## config.mk

```make
export PLATFORM = sky130hd
export DESIGN_NAME = lzwd_ctrl
export DESIGN_NICKNAME = d
export VERILOG_FILES = /design/src/rtl/lzwd_pkg.sv /design/src/rtl/lzwd_ctrl.sv
export SDC_FILE = /design/constraint.sdc
export NUM_CORES = 1
export LEC_CHECK = 0
export BUFFER_PORTS_ARGS = -buffer_cell sky130_fd_sc_hd__buf_2
export CAP_MARGIN = 20
export CORE_AREA = 2 2 39 41
export CTS_BUF_LIST = sky130_fd_sc_hd__clkbuf_4
export DETAILED_ROUTE_END_ITERATION = 8
export DIE_AREA = 0 0 41 43
export PLACE_DENSITY = 0.3
export SYNTH_ARGS = -nofsm -noshare
export SYNTH_HDL_FRONTEND = slang
export SYNTH_SLANG_ARGS = --single-unit
export TNS_END_PERCENT = 100
```

## constraint.sdc

```tcl
create_clock -name clock -period 0.9 [get_ports clock]
set_input_delay 0.09 -clock clock [delete_from_list [all_inputs] [get_ports clock]]
set_output_delay 0.09 -clock clock [all_outputs]
set_load 0.1 [all_outputs]
```

## src/rtl/lzwd_pkg.sv

```systemverilog
// lzwd_pkg: shared types and constants of the lz10 window decompressor
`default_nettype none

package lzwd_pkg;

   // controller states
   typedef enum logic [1:0] {
      CS_IDLE,
      CS_READ,
      CS_EMIT
   } ctrl_state_type;

   // parser phases
   typedef enum logic [1:0] {
      PH_HEADER,
      PH_TOKEN,
      PH_REF2,
      PH_DONE
   } phase_type;

   // result status codes
   localparam logic [1:0] ST_DATA       = 2'd0;
   localparam logic [1:0] ST_BAD_HEADER = 2'd1;
   localparam logic [1:0] ST_BAD_REF    = 2'd2;

   localparam logic [7:0] HDR_TYPE     = 8'h10;
   localparam logic [3:0] GROUP_TOKENS = 4'd8;
   localparam logic [4:0] LEN_BIAS     = 5'd3;
   localparam int         SIZE_W       = 24;
   localparam int         DIST_W       = 12;
   localparam int         CNT_W        = 5;

   typedef struct packed {
      logic accept;
      logic read;
      logic emit;
   } dp_cmd_type;

   typedef struct packed {
      logic out_free;
      logic copy_start;
      logic copy_last;
   } dp_sts_type;

endpackage

`default_nettype wire

```

## src/rtl/lzwd_ctrl.sv

```systemverilog
// lzwd_ctrl: sequencer for input acceptance and back-reference copies
`default_nettype none

module lzwd_ctrl (
   input  wire logic                  clock,
   input  wire logic                  reset,
   input  wire logic                  req_valid,
   output logic                       req_ready,
   input  wire lzwd_pkg::dp_sts_type  sts,
   output lzwd_pkg::dp_cmd_type       cmd
);

   lzwd_pkg::ctrl_state_type state_ff;
   lzwd_pkg::ctrl_state_type state_in;

   always_ff @(posedge clock) begin
      if (reset) begin
         state_ff <= lzwd_pkg::CS_IDLE;
      end else begin
         state_ff <= state_in;
      end
   end

   always_comb begin
      state_in  = state_ff;
      cmd       = '0;
      req_ready = 1'b0;
      case (state_ff)
         lzwd_pkg::CS_IDLE: begin
            req_ready  = sts.out_free;
            cmd.accept = req_valid && sts.out_free;
            if (cmd.accept && sts.copy_start) begin
               state_in = lzwd_pkg::CS_READ;
            end
         end
         lzwd_pkg::CS_READ: begin
            cmd.read = 1'b1;
            state_in = lzwd_pkg::CS_EMIT;
         end
         lzwd_pkg::CS_EMIT: begin
            if (sts.out_free) begin
               cmd.emit = 1'b1;
               if (sts.copy_last) begin
                  state_in = lzwd_pkg::CS_IDLE;
               end else begin
                  state_in = lzwd_pkg::CS_READ;
               end
            end
         end
         default: begin
            state_in = lzwd_pkg::CS_IDLE;
         end
      endcase
   end

endmodule

`default_nettype wire

```

## Word-level counts from Yosys, hierarchy flattened

Index checks and enable logic that the tools add are counted.

| storage, ports and cells | value |
|---|---|
| bits in registers | 2 |
| latch bits | 0 |
| RAM bits | 0 |
| memory bits (read-only) | 0 |
| bits of input ports | 6 |
| output and inout port bits | 4 |
| logic and storage cells | 18 |
| memories kept | 0 |

| cells by class | value |
|---|---|
| add/subtract/negate cells | 0 |
| $mul | 0 |
| divide/modulo/power cells | 0 |
| magnitude comparators | 0 |
| equal/unequal tests | 4 |
| shift operators | 0 |
| mux-type cells | 9 |
| bitwise gates (word level) | 0 |
| reductions and logical operators | 4 |

Operator list:

| kind | count |
|---|---|
| two-way mux 1 bit | 6 |
| one-hot mux 2 bit (3 select lines) | 1 |
| two-way mux 2 bit | 2 |
| != test 2 bit (second input constant) | 2 |
| == test 2 x 1 -> 1 bit (second input constant) | 1 |
| == test 2 bit (second input constant) | 1 |
| logical AND 1 bit | 2 |
| logical NOT 2 bit | 1 |
| AND reduction 2 bit | 1 |

## Depth between registers and ports, before layout

| logic depth | value |
|---|---|
| depth after elaboration | 4 |
| mapped depth | 2 |
| depth with buffers taken out | 2 |

## Worst setup path after synthesis

OpenSTA, ideal clock, no wires.

| timing path | value |
|---|---|
| kind | flip-flop to output port |
| from | reg state_ff[0] |
| to | out cmd[2] (netlist name) |
| arrival | 2.668 ns |
| data required time | 0.810 ns |
| setup slack | -1.858 ns |
| cell stages (with the launch flop) | 3 |
| path buffers | 0 |
| path through | dfxtp_1 nand2b_4 nor3b_1 |

RTL lines:

| what | line | text |
|---|---|---|
| start: declaration | lzwd_ctrl.sv:13 | `lzwd_pkg::ctrl_state_type state_ff;` |
| start signal: assignment | lzwd_ctrl.sv:18 | `state_ff <= lzwd_pkg::CS_IDLE;` |
| start signal: assignment | lzwd_ctrl.sv:20 | `state_ff <= state_in;` |
| end: declaration | lzwd_ctrl.sv:10 | `output lzwd_pkg::dp_cmd_type cmd` |

==> impl_metrics.tcl <==
set metrics [dict create \
    synth_cell_types 12 \
    max_slew_margin 0.880 \
    wl_um 333 \
    ff2ff_path_depth 4 \
    fmax_mhz 834 \
    die_h_um 43 \
    holdPathEnd "state_ff[0]$_SDFFE_PP0P_" \
    fillCellCount 154 \
    cts.sinks 2 \
    num_rows 14 \
    final_cells 45 \
    io_pins 10 \
    fin_skew_ns 0.00174 \
    timing.hold.ws_ns 0.0438 \
    io_buffers 9 \
    leakage_nw 0.135 \
    synthCells 14 \
    synth_seq_cells 2 \
    vias 147 \
    cp.arrival_ns 1.11 \
    antenna_cells 0 \
    regArea_sq_um 45.0 \
    grt_pass1_vias 149 \
    post-place-cells 41 \
    vias_per_cell 3.27 \
    min_path_type "in -> reg" \
    grt_max_degree 8 \
    clock_latency_ns 0.22 \
    use_met2 0.0656 \
    hold_viol 0 \
    wl_per_cell_um 7.40 \
    overflow 0 \
    ys_warn_count 0 \
    drtAntennaViolNets 0 \
    slew_violations 0 \
    dieArea_sq_um 1760 \
    min_from "reset" \
    setup_ws_ns -0.299 \
    antenna_found_initial 0 \
    multi_input_area_sq_um 108 \
    setup_viol 5 \
    initial_utilization 0.0976 \
    syn_to_final_growth_pct 147 \
    die_w_um 41 \
    drt_iter0_markers 0 \
    detail_route.first_pass.iterations 1 \
    cts_tree "built" \
    crit_required_ns 0.81 \
    min_path_cells 2 \
    avgSynthCellArea_sq_um 9.65 \
    startpoint_type "flop" \
    path_class "reg -> out" \
    grt_pass1_wl_um 476 \
    cts.clk_slew.worst_paths_ns 0.03 \
    failed_checks "negative setup slack" \
    drc 0 \
    use_met3 0.0157 \
    clock_path_buffers 2 \
    drive_gt1_frac 0.897 \
    postCtsHoldBufs 0 \
    final_core_util 0.241 \
    reg2reg_from "state_ff[0]$_SDFFE_PP0P_" \
    numCtsBuffers 3 \
    use_met1 0.0288 \
    worst_pin_slew_ns 0.180 \
    cts.htree.levels 1 \
    power.density_nw_per_um2 1310 \
    top_usage_layer "met4" \
    critical_path.endpoint_type "primary output" \
    clockRootBuffer "clkbuf_4" \
    r2r_setup_slack_ns -0.05 \
    track_usage 0.0451 \
    drv_cap 0 \
    netlist_area_sq_um 135 \
    fin_crit_ns 1.20 \
    rsz0062_at_grt "true" \
    syn_nets 20 \
    largest_registers "state_ff x2" \
    largest_register_ffs 2 \
    gp_congestion 0.579 \
    r2r_end "state_ff[0]$_SDFFE_PP0P_" \
    core_sq_um 1380 \
    ys_seq_area_frac 0.296 \
    final_net_count 37 \
    outcome "complete, but fails checks" \
    tns_ns -1.02 \
    cp_max_fo 3 \
    ir_drop_mv 0.427 \
    top_register "state_ff" \
    timing.final.crit_share 1.33 \
]
==> worst max path at each step <==
stage,startpoint,end,slack (ns),cells after the start
floorplan,state_ff[0]$_SDFFE_PP0P_,cmd[2],-0.50,2
global placement,state_ff[0]$_SDFFE_PP0P_,cmd[2],-0.08,3
detailed placement,state_ff[0]$_SDFFE_PP0P_,cmd[2],-0.07,3
CTS,state_ff[0]$_SDFFE_PP0P_,cmd[2],-0.32,3
global route,state_ff[0]$_SDFFE_PP0P_,cmd[2],-0.34,3
finish,state_ff[0]$_SDFFE_PP0P_,cmd[2],-0.30,3
==> where the power goes <==
part | internal, W | switching [W]
combinational | 0.0000633 | 0.0000858
sequential | 0.0000901 | 0.00000345
clock | 0.000147 | 0.0000486
==> layout make-up <==
cell class,instances,area share
flip-flops and latches,2,0.135
repair buffers,13,0.404
inverters,1,0.0112
multi-input cells,10,0.322
well taps,16,0.0599
clock buffers,3,0.0674
==> critical path, stage by stage, from the launching register on <==
cell and delay [ns]:
dfxtp_2 0.31, nand2b_4 0.15, nor3b_4 0.22, buf_12 0.20
==> through the flow <==
step	total power, W	setup slack [ns]	cell area [sq um]
finish	0.000438	-0.299	334
floorplan	0.000185	-0.502	158
global route	0.000462	-0.338	334
global placement	0.000243	-0.0753	298
detailed placement	0.000242	-0.0738	298
CTS	0.000451	-0.320	327
==> synth_stat cells <==
library cell / number / area [sq um]
dfxtp_1: 2 / 40.0
nor2_1: 2 / 7.51
a211oi_2: 1 / 12.5
buf_4: 1 / 7.51
inv_1: 1 / 3.75
nand2b_1: 1 / 6.26
nand2b_4: 1 / 13.8
nand3b_1: 1 / 7.51
nor2b_1: 1 / 6.26
nor3b_1: 1 / 7.51
nor3b_2: 1 / 12.5
o21ba_2: 1 / 10.0
==> cells by family after synthesis <==
group | Yosys count | share of synthesized area
buffers and inverters | 2 | 0.0833
DFF | 2 | 0.296
and+or+nand+nor | 8 | 0.454
AOI/OAI and AO/OA | 2 | 0.167
==> layout by cell type (no fill, tap or decap) <==
cell,count
nor2_2,1
nand3b_1,1
nor3b_2,1
dfxtp_2,1
clkbuf_4,3
nor2b_2,1
nor3b_4,1
buf_12,4
o21ba_2,1
buf_2,5
nand2b_4,1
buf_4,4
dfxtp_4,1
nor2_4,1
inv_1,1
a211oi_2,1
nand2b_1,1
==> per-layer routing <==
layer	routed length, um	share of wire	up-vias
met2	207	0.62	5
met3	24	0.072	0
li1	-	-	77
met5	0	0	-
met4	0	0	0
met1	102	0.31	65
==> what timing repair did <==
| action | 4_1_cts | 5_1_grt |
|---|---|---|
| setup buffers | 0 | 1 |
| resized for setup | 3 | 0 |
| endpoints found under the setup margin | 5 | 4 |
| pin swaps | 0 | 1 |
No activity file was read; power rests on OpenSTA's default activity.
